--- src/sv/sm83_pkg.sv ---
package sm83_pkg;

   typedef enum logic [4:0] {
      ACT_ADC  = 5'd0,
      ACT_ADD  = 5'd1,
      ACT_SUB  = 5'd2,
      ACT_SBC  = 5'd3,
      ACT_AND  = 5'd4,
      ACT_OR   = 5'd5,
      ACT_XOR  = 5'd6,
      ACT_BIT  = 5'd7,
      ACT_CP   = 5'd8,
      ACT_RL   = 5'd9,
      ACT_RLC  = 5'd10,
      ACT_RR   = 5'd11,
      ACT_RRC  = 5'd12,
      ACT_SLA  = 5'd13,
      ACT_SRA  = 5'd14,
      ACT_SRL  = 5'd15,
      ACT_SWAP = 5'd16,
      ACT_SCF  = 5'd17,
      ACT_CCF  = 5'd18,
      ACT_CPL  = 5'd19,
      ACT_DAA  = 5'd20,
      ACT_INC  = 5'd21,
      ACT_DEC  = 5'd22,
      ACT_LOAD = 5'd23
   } action_type;

   typedef struct packed {
      logic z;
      logic n;
      logic h;
      logic c;
   } flags_type;

   typedef struct packed {
      logic [7:0] result;
      logic [7:0] acc;
      flags_type  flags;
   } alu_out_type;

   localparam logic [7:0] DAA_HI_LIMIT = 8'h99;
   localparam logic [3:0] DAA_LO_LIMIT = 4'h9;

endpackage

--- src/sv/sm83_alu.sv ---
module sm83_alu (
   input  logic [4:0]            action,
   input  logic [7:0]            value,
   input  logic [7:0]            first_operand,
   input  logic [2:0]            bit_index,
   input  logic [7:0]            acc,
   input  sm83_pkg::flags_type   flags,
   output sm83_pkg::alu_out_type alu_out
);
   import sm83_pkg::*;

   logic       cin;
   logic       sub_cin;
   logic [8:0] adc_sum;
   logic [4:0] adc_half;
   logic [8:0] add_sum;
   logic [4:0] add_half;
   logic [8:0] sub_diff;
   logic [4:0] sub_half;
   logic       daa_lo;
   logic       daa_hi;
   logic [7:0] daa_adj;
   logic [7:0] daa_acc;
   logic [7:0] inc_val;
   logic [7:0] dec_val;

   assign cin      = flags.c;
   assign sub_cin  = (action == ACT_SBC) ? cin : 1'b0;
   assign adc_sum  = {1'b0, acc} + {1'b0, value} + {8'd0, cin};
   assign adc_half = {1'b0, acc[3:0]} + {1'b0, value[3:0]} + {4'd0, cin};
   assign add_sum  = {1'b0, first_operand} + {1'b0, value};
   assign add_half = {1'b0, first_operand[3:0]} + {1'b0, value[3:0]};
   // bit 8 / bit 4 of the difference is the borrow out
   assign sub_diff = {1'b0, acc} - {1'b0, value} - {8'd0, sub_cin};
   assign sub_half = {1'b0, acc[3:0]} - {1'b0, value[3:0]} - {4'd0, sub_cin};

   assign daa_lo  = flags.h | (~flags.n & (acc[3:0] > DAA_LO_LIMIT));
   assign daa_hi  = cin | (~flags.n & (acc > DAA_HI_LIMIT));
   assign daa_adj = {1'b0, daa_hi, daa_hi, 1'b0, 1'b0, daa_lo, daa_lo, 1'b0};
   assign daa_acc = flags.n ? (acc - daa_adj) : (acc + daa_adj);

   assign inc_val = value + 8'd1;
   assign dec_val = value - 8'd1;

   always_comb begin
      logic [7:0] r;
      logic       ret_r;
      logic [7:0] acc_n;
      flags_type  fl_n;

      r     = 8'd0;
      ret_r = 1'b0;
      acc_n = acc;
      fl_n  = flags;

      case (action_type'(action))
         ACT_ADC: begin
            acc_n = adc_sum[7:0];
            fl_n  = '{z: (adc_sum[7:0] == 8'd0), n: 1'b0, h: adc_half[4], c: adc_sum[8]};
         end
         ACT_ADD: begin
            acc_n = add_sum[7:0];
            fl_n  = '{z: (add_sum[7:0] == 8'd0), n: 1'b0, h: add_half[4], c: add_sum[8]};
         end
         ACT_SUB, ACT_SBC: begin
            acc_n = sub_diff[7:0];
            fl_n  = '{z: (sub_diff[7:0] == 8'd0), n: 1'b1, h: sub_half[4], c: sub_diff[8]};
         end
         ACT_CP: begin
            fl_n = '{z: (sub_diff[7:0] == 8'd0), n: 1'b1, h: sub_half[4], c: sub_diff[8]};
         end
         ACT_AND: begin
            acc_n = acc & value;
            fl_n  = '{z: ((acc & value) == 8'd0), n: 1'b0, h: 1'b1, c: 1'b0};
         end
         ACT_OR: begin
            acc_n = acc | value;
            fl_n  = '{z: ((acc | value) == 8'd0), n: 1'b0, h: 1'b0, c: 1'b0};
         end
         ACT_XOR: begin
            acc_n = acc ^ value;
            fl_n  = '{z: ((acc ^ value) == 8'd0), n: 1'b0, h: 1'b0, c: 1'b0};
         end
         ACT_BIT: begin
            fl_n.z = ~value[bit_index];
            fl_n.n = 1'b0;
            fl_n.h = 1'b1;
         end
         ACT_RL: begin
            r     = {value[6:0], cin};
            ret_r = 1'b1;
            fl_n  = '{z: (r == 8'd0), n: 1'b0, h: 1'b0, c: value[7]};
         end
         ACT_RLC: begin
            r     = {value[6:0], value[7]};
            ret_r = 1'b1;
            fl_n  = '{z: (r == 8'd0), n: 1'b0, h: 1'b0, c: value[7]};
         end
         ACT_RR: begin
            r     = {cin, value[7:1]};
            ret_r = 1'b1;
            fl_n  = '{z: (r == 8'd0), n: 1'b0, h: 1'b0, c: value[0]};
         end
         ACT_RRC: begin
            r     = {value[0], value[7:1]};
            ret_r = 1'b1;
            fl_n  = '{z: (r == 8'd0), n: 1'b0, h: 1'b0, c: value[0]};
         end
         ACT_SLA: begin
            r     = {value[6:0], 1'b0};
            ret_r = 1'b1;
            fl_n  = '{z: (r == 8'd0), n: 1'b0, h: 1'b0, c: value[7]};
         end
         ACT_SRA: begin
            r     = {value[7], value[7:1]};
            ret_r = 1'b1;
            fl_n  = '{z: (r == 8'd0), n: 1'b0, h: 1'b0, c: value[0]};
         end
         ACT_SRL: begin
            r     = {1'b0, value[7:1]};
            ret_r = 1'b1;
            fl_n  = '{z: (r == 8'd0), n: 1'b0, h: 1'b0, c: value[0]};
         end
         ACT_SWAP: begin
            r     = {value[3:0], value[7:4]};
            ret_r = 1'b1;
            fl_n  = '{z: (r == 8'd0), n: 1'b0, h: 1'b0, c: 1'b0};
         end
         ACT_SCF: begin
            fl_n.n = 1'b0;
            fl_n.h = 1'b0;
            fl_n.c = 1'b1;
         end
         ACT_CCF: begin
            fl_n.n = 1'b0;
            fl_n.h = 1'b0;
            fl_n.c = ~cin;
         end
         ACT_CPL: begin
            acc_n  = ~acc;
            fl_n.n = 1'b1;
            fl_n.h = 1'b1;
         end
         ACT_DAA: begin
            // N is left as it was
            acc_n  = daa_acc;
            fl_n.z = (daa_acc == 8'd0);
            fl_n.h = 1'b0;
            fl_n.c = daa_hi;
         end
         ACT_INC: begin
            r      = inc_val;
            ret_r  = 1'b1;
            fl_n.z = (inc_val == 8'd0);
            fl_n.n = 1'b0;
            fl_n.h = (inc_val[3:0] == 4'h0);
         end
         ACT_DEC: begin
            r      = dec_val;
            ret_r  = 1'b1;
            fl_n.z = (dec_val == 8'd0);
            fl_n.n = 1'b1;
            fl_n.h = (dec_val[3:0] == 4'hF);
         end
         ACT_LOAD: begin
            acc_n = value;
            fl_n  = flags_type'(first_operand[7:4]);
         end
         default: begin
            // undefined codes leave everything as it is
            acc_n = acc;
         end
      endcase

      alu_out.result = ret_r ? r : acc_n;
      alu_out.acc    = acc_n;
      alu_out.flags  = fl_n;
   end

endmodule

--- src/sv/sm83_alu_with_flags.sv ---
// SM83 ALU with accumulator and Z/N/H/C flags.
// Input channel req_*: one word per operation (action, value, first_operand,
// bit_index), taken when req_valid and req_ready are both high.
// Result channel rsp_*: one word per operation carrying the produced byte,
// the accumulator and the four flags after that operation.
// A taken word passes through the input register and then the result
// register before it is offered on rsp_*. Throughput is one word per
// cycle while the receiver does not stall: the input register feeds the ALU,
// and the accumulator, flags and result register all load together in the
// same cycle, so the next word sees the updated state without a gap.
// When the receiver stalls the result register holds, the input register
// fills, and req_ready drops until rsp_ready returns.
// Reset (synchronous, active high) clears the accumulator, the flags and
// both valid bits; no word is pending afterwards.
module sm83_alu_with_flags (
   input  logic       clock,
   input  logic       reset,
   input  logic       req_valid,
   output logic       req_ready,
   input  logic [4:0] req_action,
   input  logic [7:0] req_value,
   input  logic [7:0] req_first_operand,
   input  logic [2:0] req_bit_index,
   output logic       rsp_valid,
   input  logic       rsp_ready,
   output logic [7:0] rsp_result,
   output logic [7:0] rsp_accumulator_out,
   output logic       rsp_flag_zero,
   output logic       rsp_flag_subtract,
   output logic       rsp_flag_half,
   output logic       rsp_flag_carry
);
   import sm83_pkg::*;

   logic        in_valid_ff;
   logic [4:0]  action_ff;
   logic [7:0]  value_ff;
   logic [7:0]  first_operand_ff;
   logic [2:0]  bit_index_ff;
   logic [7:0]  acc_ff;
   flags_type   flags_ff;
   logic        out_valid_ff;
   alu_out_type out_ff;
   alu_out_type alu_res;
   logic        advance;
   logic        in_valid_in;
   logic        out_valid_in;

   assign advance   = in_valid_ff & (~out_valid_ff | rsp_ready);
   assign req_ready = ~in_valid_ff | advance;

   assign in_valid_in  = (req_valid & req_ready) | (in_valid_ff & ~advance);
   assign out_valid_in = advance | (out_valid_ff & ~rsp_ready);

   sm83_alu u_alu (
      .action        (action_ff),
      .value         (value_ff),
      .first_operand (first_operand_ff),
      .bit_index     (bit_index_ff),
      .acc           (acc_ff),
      .flags         (flags_ff),
      .alu_out       (alu_res)
   );

   always_ff @(posedge clock) begin
      if (reset) begin
         in_valid_ff  <= 1'b0;
         out_valid_ff <= 1'b0;
         acc_ff       <= 8'd0;
         flags_ff     <= '0;
      end else begin
         in_valid_ff  <= in_valid_in;
         out_valid_ff <= out_valid_in;
         if (advance) begin
            acc_ff   <= alu_res.acc;
            flags_ff <= alu_res.flags;
         end
      end
   end

   always_ff @(posedge clock) begin
      if (req_valid & req_ready) begin
         action_ff        <= req_action;
         value_ff         <= req_value;
         first_operand_ff <= req_first_operand;
         bit_index_ff     <= req_bit_index;
      end
      if (advance) begin
         out_ff <= alu_res;
      end
   end

   assign rsp_valid           = out_valid_ff;
   assign rsp_result          = out_ff.result;
   assign rsp_accumulator_out = out_ff.acc;
   assign rsp_flag_zero       = out_ff.flags.z;
   assign rsp_flag_subtract   = out_ff.flags.n;
   assign rsp_flag_half       = out_ff.flags.h;
   assign rsp_flag_carry      = out_ff.flags.c;

   // a pending result word always mirrors the architectural state
   a_out_matches_state: assert property (@(posedge clock) disable iff (reset)
      out_valid_ff |-> (out_ff.acc == acc_ff) && (out_ff.flags == flags_ff))
      else $error("result word differs from accumulator/flags");

   // a stalled output must keep a loaded input word in place
   a_in_held_on_stall: assert property (@(posedge clock) disable iff (reset)
      (in_valid_ff && out_valid_ff && !rsp_ready) |=> in_valid_ff && $stable(acc_ff))
      else $error("input word lost or state moved during stall");

   a_reset_clears: assert property (@(posedge clock)
      reset |=> !out_valid_ff && !in_valid_ff && (acc_ff == 8'd0) && (flags_ff == '0))
      else $error("reset did not clear state");

endmodule

--- config.mk ---
export PLATFORM = sky130hd
export DESIGN_NAME = sm83_alu_with_flags
export DESIGN_NICKNAME = d
export VERILOG_FILES = /design/src/sv/sm83_pkg.sv /design/src/sv/sm83_alu.sv /design/src/sv/sm83_alu_with_flags.sv
export SDC_FILE = /design/constraint.sdc
export NUM_CORES = 1
export LEC_CHECK = 0
export BUFFER_PORTS_ARGS = -buffer_cell sky130_fd_sc_hd__buf_2
export CAP_MARGIN = 20
export CORE_MARGIN = 2
export CORE_UTILIZATION = 40
export DETAILED_ROUTE_END_ITERATION = 8
export GPL_TIMING_DRIVEN = 0
export PLACE_DENSITY_LB_ADDON = 0.12
export RECOVER_POWER = 25
export SETUP_SLACK_MARGIN = 0.02
export SYNTH_ARGS = -nofsm -noshare
export SYNTH_HDL_FRONTEND = slang
export SYNTH_SLANG_ARGS = --single-unit
--- constraint.sdc ---
create_clock -name clock -period 5.44 [get_ports clock]
set_clock_uncertainty 0.15 [all_clocks]
set_input_delay 0.272 -clock clock [delete_from_list [all_inputs] [get_ports clock]]
set_output_delay 0.272 -clock clock [all_outputs]
set_load 0.05 [all_outputs]
## Word level (Yosys, flattened, before mapping)

Index checks and enable logic that the tools add are counted.

| cells by class | value |
|---|---|
| $lt $le $gt $ge | 3 |
| reduce and logical (&&, ||, !) cells | 29 |
| muxes and demuxes | 12 |
| bitwise logic cells | 23 |
| equality and inequality tests | 24 |
| add/sub/neg operators | 14 |

Operators with widths:

| operator | number |
|---|---|
| $logic_not A8 Y1 | 15 |
| $pmux W8 S10 | 1 |
| $pmux W8 S9 | 1 |
| $eq A5 B4 Y1 const B | 8 |
| $eq A5 B5 Y1 const B | 8 |
| $eq A5 B3 Y1 const B | 4 |
| $pmux W1 S19 | 1 |
| $add A8 B8 Y9 | 2 |
| $reduce_or A17 Y1 | 1 |
| $mux W8 | 2 |
| $logic_not A7 Y1 | 2 |
| $reduce_or A13 Y1 | 1 |
| $add A4 B4 Y5 | 2 |
| $eq A5 B2 Y1 const B | 2 |
| $pmux W1 S10 | 1 |
| $reduce_or A10 Y1 | 1 |
| $add A9 B1 Y9 | 1 |
| $reduce_or A3 Y1 | 3 |
| $sub A8 B8 Y9 | 1 |
| $sub A9 B1 Y9 | 1 |
| $add A8 B1 Y8 const B | 1 |
| $add A8 B7 Y8 | 1 |
| $and A8 B8 Y8 | 1 |
| $gt A8 B8 Y1 const B | 1 |
| 24 further kinds | 43 |

| storage, ports and cells | value |
|---|---|
| output and inout bits | 22 |
| word-level logic and storage cells | 122 |
| flip-flop bits (word level) | 58 |

## Logic depth before layout (Yosys ltp)

Gate-level depths: netlist of run 1.

| logic depth | value |
|---|---|
| depth after elaboration | 7 |
| depth in mapped cells | 16 |

## By module

A second synthesis of run 1 with hierarchy kept.

| second synthesis, totals | value |
|---|---|
| cells, all modules | 638 |
| area total of the unflattened synthesis | 5651.7 µm² |

By module, submodules not included:

| module | sequential area each (µm²) | area each (µm²) | instances | cells an instance |
|---|---|---|---|---|
| sm83_alu | 0.0 | 3693.5 | 1 | 532 |
| sm83_alu_with_flags | 1601.5 | 1958.1 | 1 | 106 |

## Least setup slack after synthesis of run 1

No wires, ideal clock.

| path | value |
|---|---|
| path kind | register to register |
| start | reg action_ff[0] |
| end | reg out_ff (netlist bit rsp_result[6]), data pin |
| library setup time | 0.271 ns |
| buffers on the path | 3 |
| cell stages (with the launch flop) | 14 |
| data arrival time | 3.322 ns |
| setup slack | 1.696 ns |
| cells stage by stage | edfxtp_1 buf_2 buf_2 buf_1 nand4_1 fa_1 fa_1 o21a_1 nor2_1 o21ai_0 xor2_1 a221o_1 a221oi_1 o31ai_1 |

RTL lines:

| item | line | text |
|---|---|---|
| start: declaration | sm83_alu_with_flags.sv:36 | `logic [4:0] action_ff;` |
| start signal: assignment | sm83_alu_with_flags.sv:83 | `action_ff <= req_action;` |
| end signal: assignment | sm83_alu_with_flags.sv:89 | `out_ff <= alu_res;` |
| end: declaration | sm83_alu_with_flags.sv:43 | `alu_out_type out_ff;` |

==> summary.txt, run 1 <==
Most common cell after layout, fill and taps aside: nor2_1
Clock Path Buffers: 2
Die width: 120 um
TritonRoute pass-1 iters: 6
RSZ-0062 raised after global routing: false
Routed Antenna Nets: 0
Port buffer count: 49
ANT cells: 0
Layout area overhead: 20.0%
Metal3 WL: 1.64 mm
Met2 wire len: 9.21 mm
Slew at the pin closest to its max-slew limit: 0.937 ns
Top FF cell, synth: edfxtp_1
Vias/cell: 6.18
Ys Warns: 0
Nets@finish: 791
Number of synthesized register bits: 58
Crit share post-route: 92.8%
CTS resizes: 0
Area after DPL: 5810 um^2
Leak pwr: 0.00250 uW
Worst-path maximum fanout: 11
Die area: 14,300 um^2
WP data arrival: 4.91 ns
Initial drt markers: 703
Highest routed layer: met4
Max VDD drop: 0.000147 V
Initial antenna violation count: 0
Total Routing Usage GR: 29.4%
Yosys cell types: 72
Fraction of layout cells with a size suffix above 1: 11.4%
WS Path Type: flip-flop to flip-flop
CP cell instances: clkbuf_1, inv_1, fa_1, ha_1, a211o_2, a211oi_2, o21bai_1, a21oi_2, xnor2_1, a221oi_1, o221ai_1
Crit path capture type: flip-flop
M1 wire length: 8.89 mm
# rows: 42
Setup ws final: 0.393 ns
TritonCTS clock tree: done
First-pass GRT wire length: 31.2 mm
Synth Area per Inst: 8.62 um^2
Initial core utilization: 40.7%
Average wire per standard cell: 23.3 um
Final setup vio count: 0
Final Hold Vio Count: 0
Synthesized area: 5340 um^2
Worst slew margin: 37.2%
Largest net degree at the start of global routing: 30
Vias in the first global route: 5,207
Max Cap Viol: 0
Post-synth ARST share: 0%
Total Neg Setup Slack: 0 ns
CP peak stage delay: 0.77 ns
Sequential area share after synthesis: 30.0%
Fin area: 6410 um^2
Final min period: 5.05 ns
Cells after Synth: 620
Slowest CP cell: a221oi_1
Synthesized net count: 705
Power Density: 266 nW/um^2
Area of the core: 13,100 um^2
Die height: 120 um
TritonCTS Buffers: 9
Clk_lat worst skew: 0.35 ns
CP Launch Type: flip-flop
CP Data Required Time: 5.31 ns
Drt drc: 0
Routed wire length: 20.7 mm
Max Freq: 198 MHz
# clock sinks: 58
H-tree lvl count: 3
Commonest cells after routing, fill and taps aside: nor2_1, buf_2, ha_1
Pre-CTS WS: 0.487 ns
Clock slew at reported path FFs: 0.05 ns
Tightest Hold Check Type: input pin to flip-flop
Vias: 5,479
DP Wirelength: 15.7 mm
Grt total ovfl: 0
GPL Wtd Cong: 1.00
Num ports: 50
Status: finished clean
Slew Limit Fails: 0
Clock Tree Root: clkbuf_16
Number of synthesized flops with an enable pin: 44
[worst max-delay path: cells and delay by family, from the launching register on]
family                     cells  cell delay [ns]
AOI/OAI and AO/OA              6             2.01
buffers and inverters          2             0.92
xor gates and xnor gates       1             0.12
DFF                            1             0.69
adders and majority gates      2             0.84
[metal layers]
layer  GRT usage, %  up-vias
met1           39.6     2600
met2           45.5      324
li1               -     2507
met4           14.6        0
met3           5.09       48
met5              0        -
[worst paths after layout]
kind	from	endpoint	slack [ns]	depth (start not counted)
max	value_ff[0]	rsp_result[7]	0.39	11
min	req_valid	in_valid_ff	0.01	3
max reg2reg	value_ff[0]	rsp_result[7]	0.39	11
min reg2reg	in_valid_ff	rsp_valid	0.37	2
[flip-flops by register name (all words and copies together), names as in the netlist, 3 cells and up]
name                 cells
acc_ff                   8
rsp_result               8
rsp_accumulator_out      8
first_operand_ff         8
action_ff                5
flags_ff                 4
bit_index_ff             3
value_ff                 8
[cell families (layout without fill, tap and decap cells)]
family | Yosys count | count (layout) | synth area share [%]
xor+xnor | 32 | 32 | 5.24
flops | 58 | 58 | 30.0
mux | 7 | 7 | 1.78
buf+inv | 70 | 161 | 5.41
fa+ha+maj | 57 | 57 | 14.2
simple gates | 209 | 209 | 19.1
compound gates | 187 | 187 | 24.3
[layout make-up]
cell class | count | area [um^2]
fillers | 1284 | 6730
flip-flops and latches | 58 | 1600
multi-input cells | 492 | 3450
plain buffers | 32 | 146
clock buffers | 11 | 233
inverters | 38 | 143
clock inverters | 5 | 103
repair buffers | 75 | 512
well taps | 176 | 220
[cell usage after synthesis (4+ instances only)]
| cell type | count | share of area [%] |
|---|---|---|
| edfxtp_1 | 44 | 25 |
| nor4_1 | 10 | 1.2 |
| nor3_1 | 18 | 1.7 |
| o211ai_1 | 8 | 1.1 |
| nand3_1 | 12 | 1.1 |
| o221ai_1 | 4 | 0.66 |
| a221oi_1 | 14 | 2.3 |
| mux2i_1 | 5 | 0.94 |
| buf_1 | 4 | 0.28 |
| a22oi_1 | 9 | 1.3 |
| fa_1 | 6 | 2.2 |
| nand2_1 | 39 | 2.7 |
| a211oi_1 | 15 | 2.1 |
| xor2_1 | 12 | 2.0 |
| dfxtp_1 | 14 | 5.2 |
| buf_2 | 7 | 0.66 |
| nor2_1 | 73 | 5.1 |
| nor3b_1 | 4 | 0.56 |
| o21bai_1 | 5 | 0.70 |
| a21oi_1 | 45 | 4.2 |
| inv_1 | 38 | 2.7 |
| a21o_1 | 6 | 0.84 |
| a31oi_1 | 5 | 0.59 |
| and3_1 | 6 | 0.70 |
| clkbuf_1 | 19 | 1.3 |
| o2111ai_1 | 4 | 0.66 |
| o21a_1 | 5 | 0.70 |
| nand4_1 | 10 | 1.2 |
| xnor2_1 | 20 | 3.3 |
| a222oi_1 | 5 | 0.94 |
| o22ai_1 | 7 | 0.82 |
| nor2b_1 | 5 | 0.59 |
| o21ai_0 | 30 | 2.8 |
| ha_1 | 51 | 12 |
| nand2b_1 | 12 | 1.4 |
[where the power goes]
part	switching [uW]	internal (uW)
Combinational	332	180
Clock	209	446
Sequential	29.8	511
[what timing repair did]
item / CTS / global route
endpoints found under the hold margin: 24 / 0
hold buffers: 24 / 0
setup endpoints to repair: 0 / 0
setup buffers: 0 / 0
[through the flow]
stage | util, % | hold WS (ns) | std cells | total power (uW)
floorplan | - | 0.195 | 620 | 879
global placement | 44.2 | 0.299 | 845 | 1030
detailed placement | 44.3 | 0.300 | 846 | 1030
CTS | 48.6 | 0.0178 | 886 | 1700
global route | 48.8 | 0.0404 | 887 | 1780
finish | 48.8 | 0.0149 | 887 | 1710
(Power assumes the default switching activity.)
==> inputs of run 2 (changes only) <==
- CORE_UTILIZATION: 40 -> 60
==> summary.txt, run 2 (synthesized netlist as in run 1, its figures left out) <==
Status: finished clean (unchanged)
Vias/cell: 7.02 (was 6.18)
Vias: 5,746 (was 5,479)
TritonCTS clock tree: done (unchanged)
Crit path capture type: flip-flop (unchanged)
Die area: 9680 um^2 (was 14,300 um^2)
Final Hold Vio Count: 0 (unchanged)
Clock Tree Root: clkbuf_8 (was clkbuf_16)
# rows: 34 (was 42)
Routed Antenna Nets: 0 (unchanged)
Worst-path maximum fanout: 11 (unchanged)
Worst Reg-to-Reg Cells: 11 (unchanged)
Grt total ovfl: 0 (unchanged)
Crit share post-route: 94.0% (was 92.8%)
Fraction of layout cells with a size suffix above 1: 11.5% (was 11.4%)
Slew Limit Fails: 0 (unchanged)
Num ports: 50 (unchanged)
Total Routing Usage GR: 38.7% (was 29.4%)
TritonRoute pass-1 iters: 6 (unchanged)
WS Path Type: flip-flop to flip-flop (unchanged)
Die height: 98.4 um (was 120 um)
Area after DPL: 5720 um^2 (was 5810 um^2)
Initial core utilization: 61.6% (was 40.7%)
Final min period: 5.11 ns (was 5.05 ns)
Commonest cells after routing, fill and taps aside: nor2_1, ha_1, buf_2 (was nor2_1, buf_2, ha_1)
Drt drc: 0 (unchanged)
RR Startpoint: value_ff[0] (unchanged)
Initial antenna violation count: 0 (unchanged)
Area of the core: 8680 um^2 (was 13,100 um^2)
Most common cell after layout, fill and taps aside: nor2_1 (unchanged)
Layout area overhead: 16.4% (was 20.0%)
Worst slew margin: 18.3% (was 37.2%)
CP Launch Type: flip-flop (unchanged)
Clk_lat worst skew: 0.35 ns (about the same)
First-pass GRT wire length: 28.7 mm (was 31.2 mm)
Leak pwr: 0.00244 uW (was 0.00250 uW)
Average wire per standard cell: 23.1 um (was 23.3 um)
H-tree lvl count: 3 (unchanged)
Port buffer count: 49 (unchanged)
Total Neg Setup Slack: 0 ns (unchanged)
Slew at the pin closest to its max-slew limit: 1.22 ns (was 0.937 ns)
Initial drt markers: 888 (was 703)
Clock slew at reported path FFs: 0.08 ns (was 0.05 ns)
ANT cells: 0 (unchanged)
# clock sinks: 58 (unchanged)
TritonCTS Buffers: 9 (unchanged)
RSZ-0062 raised after global routing: false (unchanged)
Worst hold path depth: 2 (was 3)
Max Cap Viol: 0 (unchanged)
Clock Path Buffers: 2 (unchanged)
Power Density: 243 nW/um^2 (was 266 nW/um^2)
Largest net degree at the start of global routing: 30 (unchanged)
Max Freq: 196 MHz (was 198 MHz)
Nets@finish: 791 (unchanged)
WP data arrival: 5.05 ns (was 4.91 ns)
Vias in the first global route: 5,245 (was 5,207)
Post-layout util: 71.7% (was 48.8%)
Final setup vio count: 0 (unchanged)
GPL Wtd Cong: 1.08 (was 1.00)
R2r endpoint: rsp_result[6] (was rsp_result[7])
Hold path startpoint: reset (was req_valid)
Worst reg-to-reg setup slack: 0.33 ns (was 0.39 ns)
Tightest Hold Check Type: input pin to flip-flop (unchanged)
Placed Cells: 777 (was 846)
Fillers: 673 (was 1,284)
Hold Path Sink: flags_ff[0] (was in_valid_ff)
Routed wire length: 18.9 mm (was 20.7 mm)
DP Wirelength: 14.0 mm (was 15.7 mm)
Die width: 98.4 um (was 120 um)
Final non-filler cell total: 819 (was 887)
Max VDD drop: 0.000158 V (was 0.000147 V)
CP Data Required Time: 5.38 ns (was 5.31 ns)
Fin area: 6220 um^2 (was 6410 um^2)
run 2: changes by cell type in the layout (fill, tap and decap cells not counted):
cell	previous run	this run
buf_2	52	50
bufinv_16	3	2
clkbuf_1	26	25
clkbuf_16	9	0
clkbuf_8	1	10
clkinv_1	1	0
clkinv_4	1	2
clkinvlp_4	0	2
dlygate4sd3_1	24	25
inv_6	0	1
run 2: how the worst max path moves through the flow:
stage	from	slack (ns)	endpoint	cells past startpoint
floorplan	action_ff[0]	1.70	rsp_result[6]	13
global placement	value_ff[0]	0.56	rsp_result[6]	11
detailed placement	value_ff[0]	0.57	rsp_result[6]	11
CTS	value_ff[0]	0.58	rsp_result[6]	11
global route	value_ff[0]	0.34	rsp_result[6]	11
finish	value_ff[0]	0.33	rsp_result[6]	11
run 2: cell type report:
cell class	instances	area [um^2]	area share (%)
Clock buffer	9	124	1.99
Sequential cell	58	1600	25.7
Tap cell	108	135	2.17
Clock inverter	7	101	1.63
Inverter	38	143	2.29
Timing Repair Buffer	75	515	8.29
Buffer	32	146	2.35
Multi-Input combinational cell	492	3450	55.5
run 2: critical path, cell delays in order, from the launching register on:
cell,delay (ns)
edfxtp_1,0.70
clkbuf_1,0.56
inv_1,0.34
fa_1,0.51
fa_1,0.43
o21a_1,0.20
nor2_1,0.22
o21ai_0,0.28
xor2_1,0.26
a221o_1,0.36
a221oi_1,0.65
o31ai_1,0.17
run 2: repair_timing:
item                      4_1_cts  5_1_grt
hold buffers                   25        0
gates resized for setup         0        0
setup buffers                   0        0
hold endpoints to repair       25        0
run 2: power by group:
group	internal [uW]	total (uW)	switching, uW
sequential	510	539	28.5
clock	261	461	201
combinational	180	513	333
total	951	1510	562
run 2: stage by stage:
stage	setup slack (ns)	total power (uW)	hold slack, ns
after floorplan	1.70	879	0.195
after global placement	0.564	1010	0.298
after detailed placement	0.567	1020	0.300
after CTS	0.581	1490	0.0168
after global routing	0.337	1560	0.0347
final	0.328	1510	0.0187
run 2: metal layers:
layer | share of wire (%) | track usage, % | up-vias | wire (um)
met5 | 0 | 0 | - | 0
li1 | - | - | 2505 | -
met4 | 6.1 | 21.7 | 0 | 1160
met2 | 43 | 59.2 | 545 | 8210
met1 | 37 | 51.4 | 2584 | 7000
met3 | 13 | 7.59 | 112 | 2540
